### src/sv/substring_occurrence_counter_unit_defines.svh
// Assertion macros for the substring occurrence counter.
// Used by the top level; no other dependencies.
`ifndef SUBSTRING_OCCURRENCE_COUNTER_UNIT_DEFINES_SVH
`define SUBSTRING_OCCURRENCE_COUNTER_UNIT_DEFINES_SVH

`ifndef SYNTHESIS
`define SOCU_ASSERT(lbl, prop, msg) \
    lbl: assert property (@(posedge i_clk) disable iff (!i_rst_n) prop) else $error(msg);
`define SOCU_ASSERT_RST(lbl, prop, msg) \
    lbl: assert property (@(posedge i_clk) prop) else $error(msg);
`else
`define SOCU_ASSERT(lbl, prop, msg)
`define SOCU_ASSERT_RST(lbl, prop, msg)
`endif

`endif

### src/sv/socu_pkg.sv
// Shared types and constants for the substring occurrence counter.
// No dependencies.
package socu_pkg;

    localparam int BYTE_W                = 8;
    localparam int PAT_W                 = 64;
    localparam int LEN_W                 = 4;
    localparam int DATA_W                = 64;
    localparam int ADDR_W                = 4;
    localparam int MATCH_W               = 20;
    localparam int MAX_PATTERN_BYTES_DEF = 8;
    localparam int COUNT_WIDTH_DEF       = 20;

    typedef enum logic {
        REG_PATTERN = 1'b0,
        REG_LENGTH  = 1'b1
    } t_reg_idx;

    typedef struct packed {
        logic fire;
        logic last;
        logic hit;
    } t_step;

    typedef struct packed {
        logic record_open;
    } t_status;

endpackage

### src/sv/socu_stream_if.sv
// Stream channel interfaces (byte input, count output).
// Depends on socu_pkg.
interface socu_in_if;
    logic                        valid;
    logic                        ready;
    logic [socu_pkg::BYTE_W-1:0] data_byte;
    logic                        last;

    modport source (output valid, output data_byte, output last, input ready);
    modport sink   (input valid, input data_byte, input last, output ready);
endinterface

interface socu_out_if;
    logic                         valid;
    logic                         ready;
    logic [socu_pkg::MATCH_W-1:0] match_count;

    modport source (output valid, output match_count, input ready);
    modport sink   (input valid, input match_count, output ready);
endinterface

### src/sv/substring_occurrence_counter_unit.sv
// Substring occurrence counter: one byte per transaction, count per record.
// One byte per cycle while the skid is empty; the cell-chain compare is combinational.
// A record's count is written into the result buffer when its last byte is taken.
// A two-entry result buffer keeps input flowing while a count waits.
// Reset: synchronous, active low; clears record state, buffer flags and config.
`include "substring_occurrence_counter_unit_defines.svh"

module substring_occurrence_counter_unit #(
    parameter int MAX_PATTERN_BYTES = socu_pkg::MAX_PATTERN_BYTES_DEF,
    parameter int COUNT_WIDTH       = socu_pkg::COUNT_WIDTH_DEF
) (
    input  logic                        i_clk,
    input  logic                        i_rst_n,
    socu_in_if.sink                     i_in,
    socu_out_if.source                  o_out,
    input  logic                        psel,
    input  logic                        penable,
    input  logic                        pwrite,
    input  logic [socu_pkg::ADDR_W-1:0] paddr,
    input  logic [socu_pkg::DATA_W-1:0] pwdata,
    output logic [socu_pkg::DATA_W-1:0] prdata,
    output logic                        pready
);

    localparam int EXT_W = (COUNT_WIDTH > socu_pkg::MATCH_W) ? COUNT_WIDTH
                                                              : socu_pkg::MATCH_W;

    // configuration registers
    logic [socu_pkg::PAT_W-1:0] r_pattern;
    logic [socu_pkg::LEN_W-1:0] r_pat_len;
    logic [socu_pkg::LEN_W-1:0] eff_len;
    socu_pkg::t_reg_idx         cfg_idx;
    logic                       cfg_wr;

    assign pready  = 1'b1;
    assign cfg_idx = socu_pkg::t_reg_idx'(paddr[socu_pkg::ADDR_W-1]);
    assign cfg_wr  = psel && penable && pwrite && pready;

    always_ff @(posedge i_clk) begin
        if (!i_rst_n) begin
            r_pattern <= '0;
            r_pat_len <= socu_pkg::LEN_W'(1);
        end else if (cfg_wr) begin
            unique case (cfg_idx)
                socu_pkg::REG_PATTERN: r_pattern <= pwdata;
                socu_pkg::REG_LENGTH:  r_pat_len <= pwdata[socu_pkg::LEN_W-1:0];
                default: ;
            endcase
        end
    end

    always_comb begin
        unique case (cfg_idx)
            socu_pkg::REG_PATTERN: prdata = r_pattern;
            socu_pkg::REG_LENGTH:  prdata = socu_pkg::DATA_W'(r_pat_len);
            default:               prdata = '0;
        endcase
    end

    always_comb begin
        if (r_pat_len == '0) begin
            eff_len = socu_pkg::LEN_W'(1);
        end else if (r_pat_len > socu_pkg::LEN_W'(MAX_PATTERN_BYTES)) begin
            eff_len = socu_pkg::LEN_W'(MAX_PATTERN_BYTES);
        end else begin
            eff_len = r_pat_len;
        end
    end

    // window cell chain
    logic                        fire;
    logic [socu_pkg::BYTE_W-1:0] chain [MAX_PATTERN_BYTES+1];
    logic [MAX_PATTERN_BYTES-1:0] hits;

    assign fire     = i_in.valid && i_in.ready;
    assign chain[0] = i_in.data_byte;

    for (genvar a = 0; a < MAX_PATTERN_BYTES; a++) begin : g_cell
        socu_cell #(
            .AGE (a)
        ) u_cell (
            .i_clk     (i_clk),
            .i_shift   (fire),
            .i_byte    (chain[a]),
            .i_pattern (r_pattern),
            .i_len     (eff_len),
            .o_byte    (chain[a+1]),
            .o_hit     (hits[a])
        );
    end

    // record state
    socu_pkg::t_step        step;
    socu_pkg::t_status      status;
    logic [COUNT_WIDTH-1:0] step_count;

    assign step.fire = fire;
    assign step.last = i_in.last;
    assign step.hit  = &hits;

    socu_count #(
        .MAX_PATTERN_BYTES (MAX_PATTERN_BYTES),
        .COUNT_WIDTH       (COUNT_WIDTH)
    ) u_count (
        .i_clk    (i_clk),
        .i_rst_n  (i_rst_n),
        .i_step   (step),
        .i_len    (eff_len),
        .o_count  (step_count),
        .o_status (status)
    );

    // two-entry result buffer
    logic [EXT_W-1:0]             count_ext;
    logic [socu_pkg::MATCH_W-1:0] push_data;
    logic                         push, pop;
    logic                         r_head_valid, n_head_valid;
    logic                         r_skid_valid, n_skid_valid;
    logic [socu_pkg::MATCH_W-1:0] r_head, r_skid;

    assign count_ext = EXT_W'(step_count);
    assign push_data = count_ext[socu_pkg::MATCH_W-1:0];
    assign push      = fire && i_in.last;
    assign pop       = r_head_valid && o_out.ready;
    assign i_in.ready = !r_skid_valid;

    always_comb begin
        n_head_valid = r_head_valid;
        n_skid_valid = r_skid_valid;
        if (pop) begin
            n_head_valid = r_skid_valid || push;
            n_skid_valid = r_skid_valid && push;
        end else if (push) begin
            n_head_valid = 1'b1;
            n_skid_valid = r_head_valid;
        end
    end

    always_ff @(posedge i_clk) begin
        if (!i_rst_n) begin
            r_head_valid <= 1'b0;
            r_skid_valid <= 1'b0;
        end else begin
            r_head_valid <= n_head_valid;
            r_skid_valid <= n_skid_valid;
        end
    end

    always_ff @(posedge i_clk) begin
        if (pop) begin
            if (r_skid_valid) begin
                r_head <= r_skid;
                if (push) begin
                    r_skid <= push_data;
                end
            end else if (push) begin
                r_head <= push_data;
            end
        end else if (push) begin
            if (r_head_valid) begin
                r_skid <= push_data;
            end else begin
                r_head <= push_data;
            end
        end
    end

    assign o_out.valid       = r_head_valid;
    assign o_out.match_count = r_head;

    `SOCU_ASSERT(a_skid_needs_head, r_skid_valid |-> r_head_valid, "skid full with empty head")
    `SOCU_ASSERT(a_last_closes_record, (fire && i_in.last) |=> !status.record_open, "record not cleared after last byte")
    `SOCU_ASSERT(a_byte_opens_record, (fire && !i_in.last) |=> status.record_open, "record not open after a byte")
    `SOCU_ASSERT_RST(a_reset_empties, !i_rst_n |=> (!r_head_valid && !r_skid_valid), "result buffer not empty after reset")

endmodule

### src/sv/socu_cell.sv
// One window cell: holds a byte of history and compares its incoming byte
// against the pattern byte for its age. Depends on socu_pkg.
module socu_cell #(
    parameter int AGE = 0
) (
    input  logic                        i_clk,
    input  logic                        i_shift,
    input  logic [socu_pkg::BYTE_W-1:0] i_byte,
    input  logic [socu_pkg::PAT_W-1:0]  i_pattern,
    input  logic [socu_pkg::LEN_W-1:0]  i_len,
    output logic [socu_pkg::BYTE_W-1:0] o_byte,
    output logic                        o_hit
);

    localparam logic [socu_pkg::LEN_W-1:0] AGE_L = socu_pkg::LEN_W'(AGE);

    logic [socu_pkg::BYTE_W-1:0] r_byte;
    logic [socu_pkg::LEN_W-1:0]  sel;
    logic [socu_pkg::BYTE_W-1:0] want;
    logic                        active;

    always_comb begin
        active = AGE_L < i_len;
        sel    = i_len - AGE_L - socu_pkg::LEN_W'(1);
        want   = i_pattern[{sel[2:0], 3'b000} +: socu_pkg::BYTE_W];
        o_hit  = !active || (i_byte == want);
    end

    always_ff @(posedge i_clk) begin
        if (i_shift) begin
            r_byte <= i_byte;
        end
    end

    assign o_byte = r_byte;

endmodule

### src/sv/socu_count.sv
// Record state: fill count, skip counter and saturating match count.
// Depends on socu_pkg.
module socu_count #(
    parameter int MAX_PATTERN_BYTES = socu_pkg::MAX_PATTERN_BYTES_DEF,
    parameter int COUNT_WIDTH       = socu_pkg::COUNT_WIDTH_DEF
) (
    input  logic                       i_clk,
    input  logic                       i_rst_n,
    input  socu_pkg::t_step            i_step,
    input  logic [socu_pkg::LEN_W-1:0] i_len,
    output logic [COUNT_WIDTH-1:0]     o_count,
    output socu_pkg::t_status          o_status
);

    localparam int SEEN_W = $clog2(MAX_PATTERN_BYTES + 1);
    localparam int SKIP_W = (MAX_PATTERN_BYTES > 1) ? $clog2(MAX_PATTERN_BYTES) : 1;

    logic [SEEN_W-1:0]      r_seen,  n_seen;
    logic [SKIP_W-1:0]      r_skip,  n_skip;
    logic [COUNT_WIDTH-1:0] r_count, n_count;
    logic [SEEN_W-1:0]      seen_inc;
    logic [SKIP_W-1:0]      step_skip;
    logic [COUNT_WIDTH-1:0] step_count;

    always_comb begin
        seen_inc   = (r_seen < SEEN_W'(MAX_PATTERN_BYTES)) ? r_seen + SEEN_W'(1) : r_seen;
        step_skip  = r_skip;
        step_count = r_count;
        if (r_skip != '0) begin
            step_skip = r_skip - SKIP_W'(1);
        end else if ((socu_pkg::LEN_W'(seen_inc) >= i_len) && i_step.hit) begin
            if (!(&r_count)) begin
                step_count = r_count + COUNT_WIDTH'(1);
            end
            step_skip = SKIP_W'(i_len - socu_pkg::LEN_W'(1));
        end

        n_seen  = r_seen;
        n_skip  = r_skip;
        n_count = r_count;
        if (i_step.fire) begin
            if (i_step.last) begin
                n_seen  = '0;
                n_skip  = '0;
                n_count = '0;
            end else begin
                n_seen  = seen_inc;
                n_skip  = step_skip;
                n_count = step_count;
            end
        end
    end

    always_ff @(posedge i_clk) begin
        if (!i_rst_n) begin
            r_seen  <= '0;
            r_skip  <= '0;
            r_count <= '0;
        end else begin
            r_seen  <= n_seen;
            r_skip  <= n_skip;
            r_count <= n_count;
        end
    end

    assign o_count              = step_count;
    assign o_status.record_open = (r_seen != '0);

endmodule
### src/flat_wrapper.sv
// flat-port wrapper written by rule: the top's interface ports become plain ports
module substring_occurrence_counter_unit_flat 
#(
    parameter int MAX_PATTERN_BYTES = socu_pkg::MAX_PATTERN_BYTES_DEF,
    parameter int COUNT_WIDTH       = socu_pkg::COUNT_WIDTH_DEF
)
  (i_clk, i_rst_n, psel, penable, pwrite, paddr, pwdata, prdata, pready, i_in_valid, i_in_data_byte, i_in_last, i_in_ready, o_out_valid, o_out_match_count, o_out_ready);
  socu_in_if i_in_i ();
  socu_out_if o_out_i ();
  input  logic i_clk;
  input  logic i_rst_n;
  input  logic psel;
  input  logic penable;
  input  logic pwrite;
  input  logic [socu_pkg::ADDR_W-1:0] paddr;
  input  logic [socu_pkg::DATA_W-1:0] pwdata;
  output logic [socu_pkg::DATA_W-1:0] prdata;
  output logic pready;
  input wire logic [$bits(i_in_i.valid)-1:0] i_in_valid;
  input wire logic [$bits(i_in_i.data_byte)-1:0] i_in_data_byte;
  input wire logic [$bits(i_in_i.last)-1:0] i_in_last;
  output wire logic [$bits(i_in_i.ready)-1:0] i_in_ready;
  output wire logic [$bits(o_out_i.valid)-1:0] o_out_valid;
  output wire logic [$bits(o_out_i.match_count)-1:0] o_out_match_count;
  input wire logic [$bits(o_out_i.ready)-1:0] o_out_ready;
  assign i_in_i.valid = i_in_valid;
  assign i_in_i.data_byte = i_in_data_byte;
  assign i_in_i.last = i_in_last;
  assign i_in_ready = i_in_i.ready;
  assign o_out_valid = o_out_i.valid;
  assign o_out_match_count = o_out_i.match_count;
  assign o_out_i.ready = o_out_ready;
  substring_occurrence_counter_unit #(.MAX_PATTERN_BYTES(MAX_PATTERN_BYTES), .COUNT_WIDTH(COUNT_WIDTH)) u_core (.i_clk(i_clk), .i_rst_n(i_rst_n), .i_in(i_in_i), .o_out(o_out_i), .psel(psel), .penable(penable), .pwrite(pwrite), .paddr(paddr), .pwdata(pwdata), .prdata(prdata), .pready(pready));
endmodule
### config.mk
export PLATFORM = sky130hd
export DESIGN_NAME = substring_occurrence_counter_unit_flat
export DESIGN_NICKNAME = d
export VERILOG_FILES = /design/src/sv/socu_pkg.sv /design/src/sv/socu_stream_if.sv /design/src/sv/substring_occurrence_counter_unit.sv /design/src/sv/socu_cell.sv /design/src/sv/socu_count.sv /design/src/flat_wrapper.sv
export VERILOG_INCLUDE_DIRS = /design/src /design/src/sv
export SDC_FILE = /design/constraint.sdc
export NUM_CORES = 1
export LEC_CHECK = 0
export BUFFER_PORTS_ARGS = -buffer_cell sky130_fd_sc_hd__buf_2
export CAP_MARGIN = 10
export CORE_MARGIN = 2
export CORE_UTILIZATION = 45
export CTS_CLUSTER_DIAMETER = 80
export DETAILED_ROUTE_END_ITERATION = 8
export GPL_TIMING_DRIVEN = 0
export MAX_ROUTING_LAYER = met4
export PLACE_DENSITY = 0.61
export SYNTH_ARGS = -nofsm -noshare
export SYNTH_HDL_FRONTEND = slang
export SYNTH_SLANG_ARGS = --single-unit
### constraint.sdc
create_clock -name i_clk -period 13.5 [get_ports i_clk]
set_clock_uncertainty 0.15 [all_clocks]
set_input_delay 2.025 -clock i_clk [delete_from_list [all_inputs] [get_ports i_clk]]
set_output_delay 2.025 -clock i_clk [all_outputs]
set_load 0.01 [all_outputs]
== Word level (Yosys, flattened, before mapping) ==
Index checks and enable logic that the tools add are counted.

* Bitwise logic cells: 1
* Order comparisons: 11
* Shift operators: 8
* $mul: 0
* Mux-type cells: 25
* Div/mod/pow operators: 0
* $add $sub $neg: 17
* Reduce and logical (&&, ||, !) cells: 38
* Equality and inequality tests: 10

{| class="wikitable"
|+ Operator list
! kind !! number
|-
| indexed part select 64 x 7 -> 8 bit || 8
|-
| 2-to-1 mux 20 bit || 13
|-
| case mux 64 bit (2 select lines) || 1
|-
| == test 8 bit || 8
|-
| subtractor 3 x 1 -> 3 bit (second input constant) || 9
|-
| adder 20 x 1 -> 20 bit (second input constant) || 1
|-
| AND reduction 20 bit || 1
|-
| less-than comparator 3 x 4 -> 1 bit (first input constant) || 4
|-
| 2-to-1 mux 4 bit || 4
|-
| subtractor 3 bit (second input constant) || 4
|-
| logical NOT 1 bit || 9
|-
| logical OR 1 bit || 9
|-
| 2-to-1 mux 3 bit || 3
|-
| less-than comparator 1 x 4 -> 1 bit (first input constant) || 2
|-
| less-than comparator 2 x 4 -> 1 bit (first input constant) || 2
|-
| AND reduction 8 bit || 1
|-
| logical AND 1 bit || 7
|-
| AND reduction 2 bit || 3
|-
| AND reduction 3 bit || 2
|-
| nonzero test 2 bit || 3
|-
| nonzero test 3 bit || 2
|-
| subtractor 3 x 2 -> 3 bit (second input constant) || 2
|-
| adder 4 x 1 -> 4 bit (second input constant) || 1
|-
| >= comparator 4 bit || 1
|-
| 7 further kinds || 10
|}

* Bits in latches: 0
* Input port bits: 84
* Memories: 0
* Word-level logic and storage cells: 126
* Register bits after elaboration: 193
* Output and inout bits: 87
* Bits in read-only memories: 0
* Memory bits (writable): 0

== Longest topological paths before layout ==
Gate-level depths: netlist (run 1).

* Depth in word-level cells: 15
* Gate-level depth with buffers: 23
* Gate-level depth less buffers: 16

== Cells and area by module ==
A second synthesis (run 1) with hierarchy kept.

* Cell total of the unflattened synthesis: 1,223
* Area, all modules: 13,699.4 um2

{| class="wikitable"
|+ Modules (own cells, without submodules)
! module !! instances !! cells an instance !! area each (um2)
|-
| substring_occurrence_counter_unit || 1 || 460 || 4,541.9
|-
| socu_count || 1 || 258 || 2,047.0
|-
| socu_cell (u_core.g_cell[0].u_cell) || 1 || 58 || 920.9
|-
| socu_cell (u_core.g_cell[5].u_cell) || 1 || 81 || 902.1
|-
| socu_cell (u_core.g_cell[6].u_cell) || 1 || 55 || 902.1
|-
| socu_cell (u_core.g_cell[2].u_cell) || 1 || 57 || 898.4
|-
| socu_cell (u_core.g_cell[4].u_cell) || 1 || 57 || 897.1
|-
| socu_cell (u_core.g_cell[3].u_cell) || 1 || 66 || 878.3
|-
| socu_cell (u_core.g_cell[1].u_cell) || 1 || 70 || 867.1
|-
| socu_cell (u_core.g_cell[7].u_cell) || 1 || 61 || 844.6
|}

== Worst setup path before layout (run 1) ==
OpenSTA, ideal clock, no wires.

* Kind: input port to flip-flop
* Start point: input i_in_last
* End point: register u_core.r_skid[0] (netlist bit), enable pin
* Path buffers: 2
* Required time: 12.894 ns
* Path slack: 8.080 ns
* Stages: 4
* Library setup time: 0.456 ns
* Data arrival time: 4.814 ns
* Path through: clkbuf_1 -> clkbuf_1 -> nand2_1 -> nor4b_1

* Word-level cells in the longest chain between the ends: 2

{| class="wikitable"
|+ RTL lines
! what !! line !! text
|-
| from (decl) || flat_wrapper.sv:21 || <nowiki>input wire logic [$bits(i_in_i.last)-1:0] i_in_last;</nowiki>
|-
| logical AND 1 bit || substring_occurrence_counter_unit.sv:123 || <nowiki>assign push = fire && i_in.last;</nowiki>
|-
| AND reduction 3 bit (no line) || - ||
|-
| to (signal assigned) || substring_occurrence_counter_unit.sv:154 || <nowiki>r_skid <= push_data;</nowiki>
|-
| to (signal assigned) || substring_occurrence_counter_unit.sv:161 || <nowiki>r_skid <= push_data;</nowiki>
|-
| to (decl) || substring_occurrence_counter_unit.sv:119 || <nowiki>logic [socu_pkg::MATCH_W-1:0] r_head, r_skid;</nowiki>
|}

No other way between the ends.
A chain may end at the register's enable or synchronous reset.

== Final worst setup path (run 1) ==
* Start point: register u_core.r_pat_len[1] (netlist bit)
* End point: register u_core.r_head, in the netlist u_core.o_out.match_count[19], data pin

* Word-level cells in the longest chain between the ends: 15
* Elaborated cells on any way between the ends: 68
* Classes of those cells: add/sub: 14; order compare: 10; eq/ne: 8; shift: 8; mux: 9; reduce/logical: 19

{| class="wikitable"
|+ RTL lines
! what !! line !! text
|-
| from (decl) || substring_occurrence_counter_unit.sv:30 || <nowiki>logic [socu_pkg::LEN_W-1:0] r_pat_len;</nowiki>
|-
| from (signal assigned) || substring_occurrence_counter_unit.sv:42 || <nowiki>r_pat_len <= socu_pkg::LEN_W'(1);</nowiki>
|-
| from (signal assigned) || substring_occurrence_counter_unit.sv:46 || <nowiki>socu_pkg::REG_LENGTH: r_pat_len <= pwdata[socu_pkg::LEN_W-1:0];</nowiki>
|-
| > comparator 4 bit || substring_occurrence_counter_unit.sv:63 || <nowiki>end else if (r_pat_len > socu_pkg::LEN_W'(MAX_PATTERN_BYTES)) begin</nowiki>
|-
| 2-to-1 mux 4 bit || substring_occurrence_counter_unit.sv:63 ||
|-
| 2-to-1 mux 4 bit (*) || substring_occurrence_counter_unit.sv:61 || <nowiki>if (r_pat_len == '0) begin</nowiki>
|-
| subtractor 3 bit (tied with other cells) || socu_cell.sv:24 || <nowiki>sel = i_len - AGE_L - socu_pkg::LEN_W'(1);</nowiki>
|-
| subtractor 3 x 1 -> 3 bit || socu_cell.sv:24 ||
|-
| indexed part select 64 x 7 -> 8 bit || socu_cell.sv:25 || <nowiki>want = i_pattern[{sel[2:0], 3'b000} +: socu_pkg::BYTE_W];</nowiki>
|-
| == test 8 bit || socu_cell.sv:26 || <nowiki>o_hit = !active || (i_byte == want);</nowiki>
|-
| logical OR 1 bit || socu_cell.sv:26 ||
|-
| AND reduction 8 bit || substring_occurrence_counter_unit.sv:99 || <nowiki>assign step.hit = &hits;</nowiki>
|-
| logical AND 1 bit (*) || socu_count.sv:31 || <nowiki>end else if ((socu_pkg::LEN_W'(seen_inc) >= i_len) && i_step.hit) begin</nowiki>
|-
| 2-to-1 mux 20 bit (*) || socu_count.sv:31 ||
|-
| 2-to-1 mux 20 bit (*) || socu_count.sv:29 || <nowiki>if (r_skip != '0) begin</nowiki>
|-
| 2-to-1 mux 20 bit (on tied branches) || substring_occurrence_counter_unit.sv:160, substring_occurrence_counter_unit.sv:156 ||
|-
| 2-to-1 mux 20 bit (on tied branches) || substring_occurrence_counter_unit.sv:159, substring_occurrence_counter_unit.sv:151 ||
|-
| 2-to-1 mux 20 bit (*) || substring_occurrence_counter_unit.sv:150 || <nowiki>if (pop) begin</nowiki>
|-
| to (signal assigned) || substring_occurrence_counter_unit.sv:152 || <nowiki>r_head <= r_skid;</nowiki>
|-
| to (signal assigned) || substring_occurrence_counter_unit.sv:157 || <nowiki>r_head <= push_data;</nowiki>
|-
| to (signal assigned) || substring_occurrence_counter_unit.sv:163 || <nowiki>r_head <= push_data;</nowiki>
|-
| to (decl) || substring_occurrence_counter_unit.sv:119 ||
|}

Every way passes the cells marked *; elsewhere a longest branch is shown, timed or not. The select of a mux whose other input is x is not followed.

==> results.json, run 1 <==
{
  "status": "complete, no violations",
  "tightest_slew_ps": 1270,
  "clock_sinks": 193,
  "cts_root_buf": "clkbuf_16",
  "yosys_register_bits": 193,
  "slew_headroom_pct": 15.3,
  "cts_tree": "done",
  "synth-edff-count": 96,
  "rows": 62,
  "area_growth_pct": 14.9,
  "finalHoldViolations": 0,
  "setup_viol": 0,
  "synth.net_count": 1560,
  "final_cell_mix": "nand2_1, buf_2, a21oi_1",
  "min_path_cells": 2,
  "cp_max_fo": 10,
  "leakage_nw": 5.77,
  "grt_max_degree": 66,
  "cellPowerDensity_nw_per_um2": 91.6,
  "hp-class": "reg2reg",
  "drive_gt1_share_pct": 19.7,
  "die_h_um": 174,
  "yosysUniqueCellTypes": 94,
  "syn_area_sq_um": 12900,
  "grt_pass1_wl_um": 82500,
  "cts_hold_buffers": 0,
  "overflow": 0,
  "grt_pass1_vias": 12200,
  "whs_endpoint": "u_core.u_count.r_skip[1]$_SDFFE_PN0P_",
  "htreeDepth": 4,
  "gr-usage-all-layers_pct": 38.6,
  "reg2reg_depth": 19,
  "start_util_pct": 45.4,
  "setup_slack_ps": 6780,
  "timing.rr.start": "u_core.r_pat_len[1]$_SDFFE_PN0P_",
  "path_class": "reg2reg",
  "drt_first_pass_iters": 9,
  "ys_dominant_reg_cell": "dfxtp_1",
  "die_x_um": 174,
  "preCtsSetupSlack_ps": 6940,
  "hold_path.startpoint": "u_core.u_count.r_skip[1]$_SDFFE_PN0P_",
  "arrival_ps": 6760,
  "drtIter0Drc": 1736,
  "tns_ps": 0,
  "port-buffer-count": 166,
  "cts_buffers": 17,
  "coreArea_sq_um": 28500,
  "ys_seq_area_share_pct": 37.3,
  "die_area_sq_um": 30200,
  "antenna_found_initial": 1,
  "period_share_pct": 49.7,
  "finalNetCount": 1748,
  "fillCellCount": 2779,
  "clock_path_buffers": 2,
  "start_kind": "flip-flop",
  "avgSynthCellArea_sq_um": 8.83,
  "async_reset_ff_share_pct": 0,
  "post_cts_resized": 0,
  "vias": 13000,
  "drv_slew": 0,
  "clock.fmax_ghz": 0.149,
  "ant_nets": 0,
  "yosysWarnings": 0,
  "drc": 0,
  "fin_crit_ps": 6720,
  "synthCells": 1467,
  "insertion_delay_ps": 470,
  "drv_cap": 0,
  "wl_per_cell_um": 27.7,
  "ios": 171,
  "end_kind": "flip-flop",
  "totalWireLength_um": 56900,
  "rrSetupSlack_ps": 6780,
  "gp_congestion": 1.05,
  "mostFrequentLayoutCell": "nand2_1",
  "timing.rr.end": "u_core.o_out.match_count[19]$_DFFE_PP_",
  "vias_per_cell": 6.31,
  "cp.required_ps": 13550,
  "rsz0062_at_grt": "no",
  "path_clk_slew_ps": 70,
  "dpl.hpwl_um": 43100,
  "p_total_w": 0.00136,
  "postCtsSetupRepairBufs": 0,
  "vdd_drop_max_uv": 85.4
}
==> metal layers <==
metal | GRT usage (%) | share of wire, %
met4 | 17.6 | 5.6
met2 | 57.4 | 44
met1 | 50.0 | 42
met3 | 8.95 | 9.0
met5 | - | 0
==> how the worst max path moves through the flow <==
stage | depth (start not counted) | start | to
floorplan | 4 | i_in_last | u_core.r_skid[0]$_DFFE_PP_
global placement | 5 | i_in_last | u_core.r_skid[16]$_DFFE_PP_
detailed placement | 19 | u_core.r_pat_len[1]$_SDFFE_PN0P_ | u_core.o_out.match_count[19]$_DFFE_PP_
CTS | 19 | u_core.r_pat_len[1]$_SDFFE_PN0P_ | u_core.o_out.match_count[19]$_DFFE_PP_
global route | 21 | u_core.r_pat_len[1]$_SDFFE_PN0P_ | u_core.o_out.match_count[19]$_DFFE_PP_
finish | 19 | u_core.r_pat_len[1]$_SDFFE_PN0P_ | u_core.o_out.match_count[19]$_DFFE_PP_
==> Yosys cell counts (8+ instances only) <==
cell,instances,area (sq um)
a211oi_1,12,90.1
nand4_1,21,131
buf_4,10,75.1
nor2b_1,64,400
nor2_1,84,315
nor4_1,8,50.1
o221ai_1,10,87.6
a22oi_1,13,97.6
o21ai_0,53,265
o22ai_1,22,138
buf_2,30,150
a221oi_1,10,87.6
mux2i_1,77,771
or2_2,8,50.1
nor3_1,23,115
clkbuf_1,66,248
edfxtp_1,96,2880
and3_1,17,106
a31oi_1,27,169
ha_1,9,113
nor3b_1,8,60.1
o31ai_1,10,75.1
xnor2_1,33,289
dfxtp_1,97,1940
a21oi_1,105,526
o211ai_1,11,82.6
xor2_1,24,210
mux2_2,23,259
mux4_2,19,428
nand2b_1,17,106
nand2_1,213,800
or4_1,12,90.1
nand3_1,50,250
inv_1,39,146
==> sequential cells by signal, indices dropped and copies added, names as in the netlist <==
name                         flops
u_core.g_cell.u_cell.o_byte     56
u_core.o_out.match_count        20
u_core.o_out.valid               1
u_core.r_pat_len                 4
u_core.r_pattern                64
u_core.r_skid                   20
u_core.r_skid_valid              1
u_core.u_count.r_count          20
u_core.u_count.r_seen            4
u_core.u_count.r_skip            3
==> power by group <==
part | switching (W) | internal, W
Sequential | 0.0000311 | 0.000636
Combinational | 0.000115 | 0.0000674
Clock | 0.000238 | 0.000275
Total | 0.000384 | 0.000979
==> per-stage QoR <==
step	instance area, sq um	util [%]	hold slack [ps]	cells
2_1_floorplan	12900	-	288	1467
3_3_place_gp	14300	50.0	298	2017
3_5_place_dp	14300	50.1	304	2020
4_1_cts	14900	52.1	314	2052
5_1_grt	14900	52.1	329	2053
6_report	14900	52.1	314	2053
==> area by class of cell <==
type / instances / area (sq um) / share of cell area, %
clock inverter: 11 / 128 / 0.858
multi-input combinational: 1117 / 7410 / 49.8
tap: 384 / 480 / 3.23
buffer: 117 / 583 / 3.92
timing repair buffer: 169 / 865 / 5.81
sequential: 193 / 4820 / 32.4
antenna: 1 / 2.50 / 0.0168
clock buffer: 21 / 440 / 2.96
inverter: 40 / 150 / 1.01
==> kinds of logic after synthesis <==
group | count (synthesis) | synth area share (%)
xor gates and xnor gates | 57 | 3.86
buffers and inverters | 157 | 5.63
adders and majority gates | 9 | 0.870
DFF | 193 | 37.3
muxes | 121 | 11.5
other | 1 | 0.0290
and+or+nand+nor | 569 | 22.0
AOI/OAI and AO/OA | 360 | 18.9
==> worst max-delay path, cell delays in order, from the launching register on <==
cell	delay (ps)
dfxtp_1	310
buf_4	170
nand2b_1	60
buf_2	180
inv_2	190
buf_1	600
ha_1	270
inv_1	70
ha_1	290
buf_2	250
nor2b_1	210
clkbuf_1	420
a22oi_1	250
a21o_1	220
a2111oi_0	820
o2111a_2	370
o2111ai_4	230
nor3_1	850
nor4bb_1	410
o31ai_1	100
Note: power is estimated with default switching activity, not from simulation.
==> run 2, diff against run 1 <==
- ABC_AREA: not set -> 1
- clock period: 13.5 -> 7.04 ns (I/O delays scaled with it)
==> results.json, run 2 <==
{
  "end_kind": "flip-flop",
  "yosys.cell_count.top_type": "nand2_1",
  "leakage_nw": 6.60,
  "yosys_register_bits": 193,
  "cp.required_ps": 7100,
  "slowest_stage": "clkbuf_1",
  "cp_slowest_stage_delay_ps": 700,
  "tns_ps": 0,
  "syn_area_sq_um": 11900,
  "largest_reg_flops": 64,
  "setup_slack_ps": 1550,
  "start_kind": "flip-flop",
  "drc": 0,
  "synth.area.top_cells": "edfxtp_1, nand2_1, dfxtp_1, nand3_1, inv_1",
  "yosysUniqueCellTypes": 36,
  "setup_viol": 0,
  "seqCellArea_sq_um": 4820,
  "die_h_um": 167,
  "preCtsSetupSlack_ps": 1710,
  "drv_cap": 0,
  "synthMuxAreaShare_pct": 0,
  "cp_max_fo": 10,
  "gp_congestion": 1.00,
  "die_area_sq_um": 27800,
  "synth_top_family_by_area": "simple AND/OR/NAND/NOR gates",
  "ys_dominant_reg_cell": "dfxtp_1",
  "start_util_pct": 45.8,
  "synth-xor-area-share_pct": 0.587,
  "synthCells": 1794,
  "fillCellCount": 2679,
  "clock_path_buffers": 2,
  "coreArea_sq_um": 26100,
  "grt_pass1_vias": 12500,
  "post-synth-top-area-cell": "edfxtp_1",
  "cts_buffers": 17,
  "drv_slew": 0,
  "vdd_drop_max_uv": 125,
  "rows": 59,
  "path_clk_slew_ps": 90,
  "insertion_delay_ps": 450,
  "crit_top_cell": "nand2_1",
  "cts_tree": "done",
  "slew_headroom_pct": 42.2,
  "wl_per_cell_um": 20.0,
  "cts_root_buf": "clkbuf_16",
  "p_total_w": 0.00277,
  "synth_top_area_share_pct": 24.2,
  "port-buffer-count": 166,
  "arrival_ps": 5550,
  "clock.fmax_ghz": 0.182,
  "clock_sinks": 193,
  "ant_nets": 0,
  "cellPowerDensity_nw_per_um2": 200,
  "area_growth_pct": 16.2,
  "period_share_pct": 78.0,
  "status": "complete, no violations",
  "largest_register": "u_core.r_pattern",
  "overflow": 0,
  "vias_per_cell": 5.57,
  "grt_max_degree": 34,
  "finalNetCount": 2075,
  "yosys.area_share.adder_pct": 0.944,
  "postCtsSetupRepairBufs": 0,
  "drtIter0Drc": 1410,
  "totalWireLength_um": 46600,
  "ys_seq_area_share_pct": 40.4,
  "synth_commonest_cells": "nand2_1, nand3_1, inv_1, nor2_1, dfxtp_1",
  "rsz0062_at_grt": "no",
  "final_cell_mix": "nand2_1, nand3_1, buf_2",
  "avgSynthCellArea_sq_um": 6.65,
  "post_cts_resized": 0,
  "path_cells": "nor2_1 -> nand2_1 -> a21oi_1 -> buf_2 -> buf_4 -> ha_1 -> clkinv_1 -> clkbuf_1 -> nand3_1 -> nand3_1 -> nand3_1 -> nand2_1 -> nand2_1 -> nor2_1 -> nand2_1 -> nand2_1 -> nand2_1 -> nor2_2 -> nand3_1 -> nor2_1 -> nand2_1 -> and2_1 -> nand2_1 -> nand2_1",
  "drive_gt1_share_pct": 12.8,
  "htreeDepth": 4,
  "gr-usage-all-layers_pct": 34.2,
  "synth-compound-area-share_pct": 8.32,
  "async_reset_ff_share_pct": 0,
  "grt_pass1_wl_um": 69700,
  "cts_hold_buffers": 0,
  "die_x_um": 167,
  "synth-edff-count": 96,
  "mostFrequentLayoutCell": "nand2_1",
  "fin_crit_ps": 5490,
  "dpl.hpwl_um": 37100,
  "synth-simple-area-share_pct": 41.2,
  "finalHoldViolations": 0,
  "synth.net_count": 1887,
  "tightest_slew_ps": 867,
  "hp-class": "reg2reg",
  "ios": 171,
  "drt_first_pass_iters": 6,
  "antenna_cells": 0,
  "path_class": "reg2reg",
  "multi_input_area_sq_um": 6100,
  "yosysWarnings": 0,
  "antenna_found_initial": 0,
  "vias": 13000
}
==> run 2: final timing paths <==
| kind | to | start | cells after the start | slack [ps] |
|---|---|---|---|---|
| max | u_core.o_out.match_count[16]$_DFFE_PP_ | u_core.r_pat_len[0]$_SDFFE_PN1P_ | 24 | 1550 |
| min | u_core.g_cell[4].u_cell.o_byte[6]$_DFFE_PP_ | u_core.g_cell[3].u_cell.o_byte[6]$_DFFE_PP_ | 0 | 320 |
| max reg2reg | u_core.o_out.match_count[16]$_DFFE_PP_ | u_core.r_pat_len[0]$_SDFFE_PN1P_ | 24 | 1550 |
| min reg2reg | u_core.g_cell[4].u_cell.o_byte[6]$_DFFE_PP_ | u_core.g_cell[3].u_cell.o_byte[6]$_DFFE_PP_ | 0 | 320 |
==> run 2: cells by family (layout without fill, tap and decap cells) <==
logic type	count (synthesis)	count (layout)
AOI/OAI and AO/OA	192	192
xor gates and xnor gates	8	8
adders and majority gates	9	9
buffers and inverters	247	448
DFF	193	193
other	1	1
and+or+nand+nor	1144	1144
==> run 2: final cells by class <==
| type | instances | area share, % |
|---|---|---|
| Multi-Input combinational cell | 1354 | 44.0 |
| Sequential cell | 193 | 34.8 |
| Timing Repair Buffer | 169 | 6.35 |
| Inverter | 164 | 4.44 |
| Clock buffer | 18 | 3.17 |
| Tap cell | 335 | 3.02 |
| Buffer | 83 | 2.84 |
| Clock inverter | 14 | 1.35 |
==> run 2: stage by stage <==
step                instances  instance area, sq um  hold WS, ps  util (%)
global placement         2295                 13200          302      50.6
finish                   2330                 13900          324      53.2
detailed placement       2298                 13200          308      50.8
CTS                      2330                 13900          318      53.2
global route             2330                 13900          333      53.2
floorplan                1794                 11900          291         -
==> run 2: worst max-delay path: cells and delay by family, from the launching register on <==
kind                       cells  cell delay (ps)
AOI/OAI and AO/OA              1              220
DFF                            1              390
and+or+nand+nor               18             2690
adders and majority gates      1              260
buffers and inverters          4             1540
==> run 2: report_power, final <==
group	total (W)	switching (W)	internal, W
registers	0.00125	0.0000322	0.00122
logic	0.000464	0.000323	0.000141
clock network	0.00105	0.000527	0.000526
==> run 2: layer usage <==
layer  wire [um]  GRT usage (%)  vias up  share of wire [%]
met4        3190           20.0        0                6.8
met1       17900           38.3     6015                 38
met2       22900           58.9      574                 49
met3        2620           3.87      153                5.6
li1            -              -     6234                  -
met5           0              -        -                  0
